### src/design/scfe_pkg.sv
// Package: payload types, frame constants and shared types for the sum checksum frame encoder.
`default_nettype none
package scfe_pkg;

  localparam int MAX_PAYLOAD = 2048;
  localparam int CNT_W       = $clog2(MAX_PAYLOAD + 2);
  localparam int LEN_W       = 12;
  localparam int CMP_W       = (CNT_W > LEN_W) ? CNT_W : LEN_W;

  localparam logic [7:0] HEAD_BYTE     = 8'h7E;
  localparam logic [7:0] TAIL_HIGH     = 8'h0D;
  localparam logic [7:0] TAIL_LOW      = 8'h0A;
  localparam logic [7:0] FC_RESET      = 8'h04;
  localparam logic [LEN_W-1:0] LEN_ADD = LEN_W'(3);

  // Output slot positions within one item's burst.
  localparam int SLOT_HEAD   = 0;
  localparam int SLOT_LEN_HI = 1;
  localparam int SLOT_LEN_LO = 2;
  localparam int SLOT_FC     = 3;
  localparam int SLOT_SEQ    = 4;
  localparam int SLOT_PAY    = 5;
  localparam int SLOT_SUM    = 6;
  localparam int SLOT_TAIL_H = 7;
  localparam int SLOT_TAIL_L = 8;
  localparam int NUM_SLOTS   = 9;

  typedef struct packed {
    logic [7:0]       payload_byte;
    logic             first_of_frame;
    logic             last_of_frame;
    logic [LEN_W-1:0] payload_length;
  } scfe_in_t;

  typedef struct packed {
    logic [7:0] frame_byte;
    logic       frame_end;
    logic       length_mismatch;
  } scfe_out_t;

  typedef struct packed {
    logic [NUM_SLOTS-1:0] mask;
    logic [15:0]          flen;
    logic [7:0]           fc;
    logic [7:0]           seq;
    logic [7:0]           pay;
    logic [7:0]           sum;
    logic                 mis;
  } scfe_job_t;

endpackage
`default_nettype wire

### src/design/scfe_emit.sv
// Burst register and byte sequencer: sends the words of one item in slot order.
`default_nettype none
module scfe_emit (
  input  wire logic              clk,
  input  wire logic              rst_n,
  input  wire logic              load,
  input  wire scfe_pkg::scfe_job_t job_in,
  output logic                   busy,
  output logic                   last_word,
  output logic                   out_valid,
  input  wire logic              out_stall,
  output scfe_pkg::scfe_out_t    out_data
);
  import scfe_pkg::*;

  logic [NUM_SLOTS-1:0] mask_r, mask_nxt;
  scfe_job_t            job_r;
  logic [NUM_SLOTS-1:0] low;
  logic                 out_acc;

  assign low       = mask_r & (~mask_r + NUM_SLOTS'(1));
  assign busy      = |mask_r;
  assign last_word = ((mask_r & ~low) == '0);
  assign out_valid = busy;
  assign out_acc   = busy & ~out_stall;

  always_comb begin
    mask_nxt = mask_r;
    if (out_acc) begin
      mask_nxt = mask_r & ~low;
    end
    if (load) begin
      mask_nxt = job_in.mask;
    end
  end

  always_ff @(posedge clk) begin
    if (!rst_n) begin
      mask_r <= '0;
    end else begin
      mask_r <= mask_nxt;
    end
  end

  always_ff @(posedge clk) begin
    if (load) begin
      job_r <= job_in;
    end
  end

  always_comb begin
    out_data = '0;
    if (low[SLOT_HEAD]) begin
      out_data.frame_byte = HEAD_BYTE;
    end else if (low[SLOT_LEN_HI]) begin
      out_data.frame_byte = job_r.flen[15:8];
    end else if (low[SLOT_LEN_LO]) begin
      out_data.frame_byte = job_r.flen[7:0];
    end else if (low[SLOT_FC]) begin
      out_data.frame_byte = job_r.fc;
    end else if (low[SLOT_SEQ]) begin
      out_data.frame_byte = job_r.seq;
    end else if (low[SLOT_PAY]) begin
      out_data.frame_byte = job_r.pay;
    end else if (low[SLOT_SUM]) begin
      out_data.frame_byte = job_r.sum;
    end else if (low[SLOT_TAIL_H]) begin
      out_data.frame_byte = TAIL_HIGH;
    end else if (low[SLOT_TAIL_L]) begin
      out_data.frame_byte      = TAIL_LOW;
      out_data.frame_end       = 1'b1;
      out_data.length_mismatch = job_r.mis;
    end
  end

endmodule
`default_nettype wire

### src/design/sum_checksum_frame_encoder_top.sv
// Top level: frame state, checksum and length tracking, burst hand-off to the sequencer.
//
//   port group   dir  words          handshake
//   in_*         in   scfe_in_t      in_valid / in_stall
//   out_*        out  scfe_out_t     out_valid / out_stall
//   cfg_*        in   function code  cfg_wr_en, no wait
//
// Each accepted word yields 0 to 9 output words, sent one per cycle while out_stall is low.
// A body word yields one output word, and the input is taken again as a burst's last word leaves,
// so body words stream back to back while out_stall is low. A header (5 extra words) or a tail
// (3 extra) holds in_stall high until the burst's last word is taken. Frame state updates on input
// accept; the burst register holds its words. Synchronous active-low reset; function code resets to 0x04.
`default_nettype none
module sum_checksum_frame_encoder_top (
  input  wire logic                clk,
  input  wire logic                rst_n,
  input  wire logic                in_valid,
  output logic                     in_stall,
  input  wire scfe_pkg::scfe_in_t  in_data,
  output logic                     out_valid,
  input  wire logic                out_stall,
  output scfe_pkg::scfe_out_t      out_data,
  input  wire logic                cfg_wr_en,
  input  wire logic [7:0]          cfg_wr_data
);
  import scfe_pkg::*;

  logic [7:0]       fc_r;
  logic [7:0]       seq_r, seq_nxt;
  logic [7:0]       sum_r, sum_nxt;
  logic [CNT_W-1:0] cnt_r, cnt_nxt;
  logic [LEN_W-1:0] decl_r, decl_nxt;
  logic             open_r, open_nxt;

  logic             busy, last_word, in_acc;
  logic [7:0]       sum_base;
  logic [CNT_W-1:0] cnt_base;
  logic             emit_pay;
  logic [LEN_W-1:0] flen12;
  scfe_job_t        job;

  assign in_stall = busy & ~(last_word & ~out_stall);
  assign in_acc   = in_valid & ~in_stall;
  assign flen12   = in_data.payload_length + LEN_ADD;

  always_comb begin
    seq_nxt  = seq_r;
    decl_nxt = decl_r;
    open_nxt = open_r;
    sum_base = sum_r;
    cnt_base = cnt_r;
    if (in_data.first_of_frame) begin
      seq_nxt  = seq_r + 8'd1;
      decl_nxt = in_data.payload_length;
      open_nxt = 1'b1;
      sum_base = fc_r + seq_nxt;
      cnt_base = '0;
    end
    emit_pay = open_nxt && (CMP_W'(cnt_base) < CMP_W'(MAX_PAYLOAD));
    sum_nxt  = emit_pay ? (sum_base + in_data.payload_byte) : sum_base;
    cnt_nxt  = (CMP_W'(cnt_base) <= CMP_W'(MAX_PAYLOAD)) ? (cnt_base + CNT_W'(1)) : cnt_base;
    if (!open_nxt) begin
      sum_nxt = sum_r;
      cnt_nxt = cnt_r;
    end
    if (open_nxt && in_data.last_of_frame) begin
      open_nxt = 1'b0;
    end

    job      = '0;
    job.flen = 16'(flen12) + 16'(in_data.payload_length > (LEN_W'((1 << LEN_W) - 1) - LEN_ADD))
               * 16'(1 << LEN_W);
    job.fc   = fc_r;
    job.seq  = seq_nxt;
    job.pay  = in_data.payload_byte;
    job.sum  = sum_nxt;
    job.mis  = (CMP_W'(cnt_nxt) != CMP_W'(decl_nxt));
    if (in_data.first_of_frame) begin
      job.mask[SLOT_HEAD]   = 1'b1;
      job.mask[SLOT_LEN_HI] = 1'b1;
      job.mask[SLOT_LEN_LO] = 1'b1;
      job.mask[SLOT_FC]     = 1'b1;
      job.mask[SLOT_SEQ]    = 1'b1;
    end
    job.mask[SLOT_PAY] = emit_pay;
    if ((open_r || in_data.first_of_frame) && in_data.last_of_frame) begin
      job.mask[SLOT_SUM]    = 1'b1;
      job.mask[SLOT_TAIL_H] = 1'b1;
      job.mask[SLOT_TAIL_L] = 1'b1;
    end
  end

  always_ff @(posedge clk) begin
    if (!rst_n) begin
      fc_r   <= FC_RESET;
      seq_r  <= '0;
      sum_r  <= '0;
      cnt_r  <= '0;
      decl_r <= '0;
      open_r <= 1'b0;
    end else begin
      if (cfg_wr_en) begin
        fc_r <= cfg_wr_data;
      end
      if (in_acc) begin
        seq_r  <= seq_nxt;
        sum_r  <= sum_nxt;
        cnt_r  <= cnt_nxt;
        decl_r <= decl_nxt;
        open_r <= open_nxt;
      end
    end
  end

  scfe_emit u_emit (
    .clk       (clk),
    .rst_n     (rst_n),
    .load      (in_acc),
    .job_in    (job),
    .busy      (busy),
    .last_word (last_word),
    .out_valid (out_valid),
    .out_stall (out_stall),
    .out_data  (out_data)
  );

endmodule
`default_nettype wire
### config.mk
export PLATFORM = sky130hd
export DESIGN_NAME = sum_checksum_frame_encoder_top
export DESIGN_NICKNAME = d
export VERILOG_FILES = /design/src/design/scfe_pkg.sv /design/src/design/scfe_emit.sv /design/src/design/sum_checksum_frame_encoder_top.sv
export SDC_FILE = /design/constraint.sdc
export NUM_CORES = 1
export LEC_CHECK = 0
export BUFFER_PORTS_ARGS = -buffer_cell sky130_fd_sc_hd__clkbuf_2
export CORE_ASPECT_RATIO = 1.4
export CORE_UTILIZATION = 55
export CTS_BUF_LIST = sky130_fd_sc_hd__clkbuf_4
export DETAILED_ROUTE_END_ITERATION = 6
export HOLD_SLACK_MARGIN = 0.05
export PLACE_DENSITY = 0.85
export SYNTH_ARGS = -nofsm -noshare
export SYNTH_HDL_FRONTEND = slang
export SYNTH_HIERARCHICAL = 1
export SYNTH_SLANG_ARGS = --single-unit
### constraint.sdc
create_clock -name clk -period 8.8 [get_ports clk]
set_input_delay 1.76 -clock clk [delete_from_list [all_inputs] [get_ports clk]]
set_output_delay 1.76 -clock clk [all_outputs]
set_load 0.05 [all_outputs]
# --- Yosys cells after proc, flatten, opt, wreduce, memory -nomap -nowiden ---
# Index checks and enable logic that the tools add are counted.
word_totals:
  register_bits: 107
  out_inout_bits: 12
  input_bits: 35
classes:
  n_lt_le_gt_ge: 3
  n_bitwise: 11
  n_reduce_logical: 7
  n_mux: 31
  add_sub_neg: 7
  n_eq_ne: 1
op_table:
  columns: ["operator", "n"]
  rows:
  - ["8-bit two-way mux", 12]
  - ["12-bit two-way mux", 4]
  - ["9-bit AND", 2]
  - ["9-bit two-way mux", 2]
  - ["9-bit NOT", 2]
  - ["8-bit adder", 2]
  - ["2-bit two-way mux", 8]
  - ["12-bit by 13-bit adder with 14-bit output", 1]
  - ["12-bit by 1-bit adder with 12-bit output, second input constant", 1]
  - ["12-bit by 2-bit adder with 12-bit output, second input constant", 1]
  - ["12-bit greater-than comparator, second input constant", 1]
  - ["12-bit <= comparator, second input constant", 1]
  - ["12-bit < comparator, second input constant", 1]
  - ["12-bit != test", 1]
  - ["9-bit by 1-bit adder with 9-bit output, second input constant", 1]
  - ["9-bit logical NOT", 1]
  - ["9-bit OR reduction", 1]
  - ["8-bit by 1-bit adder with 8-bit output, second input constant", 1]
  - ["6-bit two-way mux", 1]
  - ["5-bit two-way mux", 1]
  - ["1-bit AND", 4]
  - ["1-bit logical AND", 3]
  - ["3-bit two-way mux", 1]
  - ["1-bit NOT", 3]
  - ["other kinds (3)", 4]

# --- Longest topological paths before layout ---
logic_depth:
  word_depth: 12
  mapped_depth: 19

# --- Hierarchy ---
# Netlist, hierarchy kept.
by_module_without_submodules:
  columns: ["module", "cells_each", "n_inst", "area_per_inst_um2"]
  rows:
  - ["sum_checksum_frame_encoder_top", 496, 1, 3743.6]
  - ["scfe_emit", 199, 1, 2512.4]

# --- Least setup slack after synthesis ---
# OpenSTA, ideal clock, no wires.
synth_timing:
  path_kind: "input to register"
  from: "input out_stall"
  to: "register u_emit.mask_r[0]"
  n_path_buf: 4
  slack_ns: 3.752
  arrival_ns: 4.921
  cell_stages: 9
  required_ns: 8.673
  cell_sequence: "o21ai_0 -> nand2_1 -> inv_1 -> clkbuf_1 -> buf_1 -> clkbuf_1 -> clkbuf_1 -> mux2i_1 -> nor3b_2"
synth_via:
  elab_chain_cells: 7
synth_lines:
  columns: ["item", "line", "rtl"]
  rows:
  - ["start, declared", "sum_checksum_frame_encoder_top.sv:21", "input wire logic out_stall,"]
  - ["1-bit NOT (*)", "sum_checksum_frame_encoder_top.sv:42", "assign in_stall = busy & ~(last_word & ~out_stall);"]
  - ["1-bit AND (*)", "sum_checksum_frame_encoder_top.sv:42", null]
  - ["1-bit NOT (*)", "sum_checksum_frame_encoder_top.sv:42", null]
  - ["1-bit AND (*)", "sum_checksum_frame_encoder_top.sv:42", null]
  - ["1-bit NOT (*)", "sum_checksum_frame_encoder_top.sv:43", "assign in_acc = in_valid & ~in_stall;"]
  - ["1-bit AND (*)", "sum_checksum_frame_encoder_top.sv:43", null]
  - ["named net in_acc", "sum_checksum_frame_encoder_top.sv:35", "logic busy, last_word, in_acc;"]
  - ["9-bit two-way mux / 2-bit nonzero test (equally long branches)", null, null]
  - ["end signal, assigned", "scfe_emit.sv:41", "mask_r <= mask_nxt;"]
  - ["end, declared", "scfe_emit.sv:16", "logic [NUM_SLOTS-1:0] mask_r, mask_nxt;"]
# Mark *: on every way through the listed nets, which the timed path passes. The rest lies on a longest branch.
# A chain may end at the register's enable or synchronous reset.

# --- Worst setup path in the final report ---
layout_timing:
  from: "register u_emit.mask_r[1]"
  to: "output in_stall"
layout_via:
  elab_chain_cells: 9
layout_lines:
  columns: ["item", "line", "rtl"]
  rows:
  - ["9-bit NOT", "scfe_emit.sv:21", "assign low = mask_r & (~mask_r + NUM_SLOTS'(1));"]
  - ["9-bit by 1-bit adder with 9-bit output", "scfe_emit.sv:21", null]
  - ["9-bit AND", "scfe_emit.sv:21", null]
  - ["9-bit NOT", "scfe_emit.sv:23", "assign last_word = ((mask_r & ~low) == '0);"]
  - ["9-bit AND (*)", "scfe_emit.sv:23", null]
  - ["9-bit logical NOT (*)", "scfe_emit.sv:23", null]
  - ["named net last_word", "sum_checksum_frame_encoder_top.sv:35", null]
  - ["1-bit AND (*)", "sum_checksum_frame_encoder_top.sv:42", null]
  - ["1-bit NOT (*)", "sum_checksum_frame_encoder_top.sv:42", null]
  - ["1-bit AND (*)", "sum_checksum_frame_encoder_top.sv:42", null]
  - ["end, declared", "sum_checksum_frame_encoder_top.sv:18", "output logic in_stall,"]
# Marked as above.

==> run metrics <==
worst path buffer plus inverter count 3; Filler Cell Count 937; CTS Buf Count 9; Reg area 2630 um2; max-cap violations 0; wire per inst 17.9 um; share of layout cells above drive strength 1 0.134; met2 routed wirelength 7.59 mm; CP max stage delay 0.82 ns; Post-CTS Hold Buffers 0; setup tns final 0 ns; Syn Area/Cell 9.00 um2; delay-heaviest family, CP simple AND/OR/NAND/NOR gates; CTS Sinks 107; Die Y 128 um; row count 45; HP Class flip-flop to flip-flop; Longest Clk Path Bufs 2; required time worst endpoint 7.04 ns; synth unique cells 76; Worst EP arrival 3.12 ns; count of pins over their slew limit 0; post-route clock skew 0.0116 ns; H-tree Lvls 3; share of the synthesized area in the top cell type 0.235; Initial Util 0.570; worst hold margin 0.469 ns; largest net degree at the start of global routing 85; total track usage 0.272; RSZ-0062 raised after global routing false; Worst Setup Slack post-DPL 3.97 ns; Worst setup EP type output pin; Root Driver clkbuf_4; final wirelength 15.4 mm; WP depth 7; initial detailed-routing violation count 495; die footprint 11,800 um2; fin crit share 0.555; highest metal layer with signal wires met4; ranking of synthesized cells by area edfxtp_1 24%, dfxtp_1 19%, nand2_1 6.3%; post-CTS sizing 0; Routed Antenna Nets 0; Port Buffers 46; first-pass GRT wire length 24.7 mm; Util after Layout 0.609; post-DP HPWL 11.3 mm; reg2reg path depth 12; number of global-route vias before repair 5,014; multi-input logic area 3360 um2; Layout area overhead 6.86%; leading cell types by count after synthesis 105 x nand2_1, 59 x a21oi_1, 58 x dfxtp_1, 55 x nor2_1, 49 x edfxtp_1; most frequent CP cell inv_1; Nets 771; dpl cell area 6520 um2; LEAKAGE 2.62 nW; via count 5,258; critical path cell sequence or4_1 -> nor3_1 -> o32a_1 -> inv_1 -> o21ai_0 -> inv_1 -> clkbuf_2; post-synthesis cell count 695; Max VDD drop 0.0000883 V; yosys synthesis warning count 6; CP max FO 21; most frequent cell after synthesis nand2_1; drt via density 6.11; core area 11,000 um2; Die Wd 92.1 um; worst-margin pin slew 1.22 ns; number of synthesized flops with an enable pin 49; Synth Flop Type dfxtp_1; PD cells 197 nW/um2; CTS tree done; Final Instance Area 6690 um2; Cell Area, Synth 6260 um2; Final min period 4.88 ns; Slew HR 0.184; initial antenna violation count 1; CP startpoint kind flip-flop; length of routed wiring on met1 6.05 mm; global placement routability congestion 0.953; #FFs+latches synth 107; max frequency 0.205 GHz; final setup fails 0; CTS clk-pin slew, worst paths 0.14 ns; status completed; asr flop ratio synth 0; met3 wire length 1.08 mm; Fin. Hold Viols 0; minimum setup slack in the final design 3.92 ns; Hold Crit Depth 2; Setup CP Type flip-flop to output pin; clock latency on the worst-skew pair 0.47 ns; num ports 47; Post-CTS Setup Bufs 0; register area share after synthesis 0.421; DRC 0; slowest stage cell, crit path or4_1; GR Overflow Total 0; most area-hungry cell type in the Yosys netlist edfxtp_1; first-pass iteration count of the detailed router 5
[state kept, by name, indices dropped and copies added, names as in the netlist]
name,cells
fc_r,8
seq_r,8
u_emit/job_r,49
sum_r,8
decl_r,12
cnt_r,12
u_emit/mask_r,9
open_r,1
[path summary, 6_finish.rpt]
check / start / end / slack [ns]
setup / recovery: u_emit/mask_r[1] / in_stall / 3.92
hold / removal: decl_r[2] / decl_r[2] / 0.47
setup reg to reg: u_emit/mask_r[1] / seq_r[3] / 3.97
hold reg to reg: decl_r[2] / decl_r[2] / 0.47
[power by group]
part / switching, W / total (W) / internal (W)
Clock: 0.000154 / 0.000280 / 0.000126
Sequential: 0.0000479 / 0.000635 / 0.000587
Combinational: 0.000272 / 0.000402 / 0.000130
[placed cells by master (no fill, tap or decap), types with 12 or more instances in the layout]
| cell | count |
|---|---|
| dfxtp_1 | 58 |
| a21oi_1 | 59 |
| nand3_1 | 18 |
| xor2_1 | 19 |
| clkbuf_4 | 12 |
| ha_1 | 20 |
| nand2_1 | 105 |
| clkbuf_2 | 46 |
| mux2i_1 | 18 |
| o21ai_0 | 39 |
| nor3_1 | 12 |
| xnor2_1 | 34 |
| inv_1 | 23 |
| nor2_1 | 55 |
| edfxtp_1 | 49 |
[per-stage QoR]
stage / power, W / instances
floorplan: 0.000938 / 697
CTS: 0.00132 / 860
detailed placement: 0.00104 / 844
finish: 0.00132 / 861
global placement: 0.00103 / 844
global route: 0.00138 / 861
[worst register-to-register path: cells and delay by family (launching register included)]
| kind | cells | cell delay, ns |
|---|---|---|
| AND/OR/NAND/NOR | 5 | 2.42 |
| buffers and inverters | 4 | 1.08 |
| AO/OA/AOI/OAI | 3 | 0.71 |
| flip-flops | 1 | 0.56 |
[cell families after synthesis]
| group | count (synthesis) | synth area share |
|---|---|---|
| XOR/XNOR | 56 | 0.0830 |
| multiplexers | 27 | 0.0450 |
| other | 1 | 0.000599 |
| buffers and inverters | 68 | 0.0434 |
| AO/OA/AOI/OAI | 157 | 0.159 |
| AND/OR/NAND/NOR | 255 | 0.198 |
| adder cells (fa/ha/maj) | 24 | 0.0496 |
| flip-flops | 107 | 0.421 |
[layer usage]
metal  GRT usage  vias up
met5           0        -
met1       0.331     2475
met2       0.460      234
met3      0.0350       49
li1            -     2500
met4       0.159        0
[final cells by class]
class                   count  share of cell area
diodes                      1            0.000374
repair buffers             50              0.0389
clock inverters             4              0.0110
inverters                  24              0.0135
flip-flops and latches    107               0.394
well taps                 141              0.0264
multi-input cells         522               0.503
clock buffers              12              0.0135
Note: power is estimated with default switching activity, not from simulation.
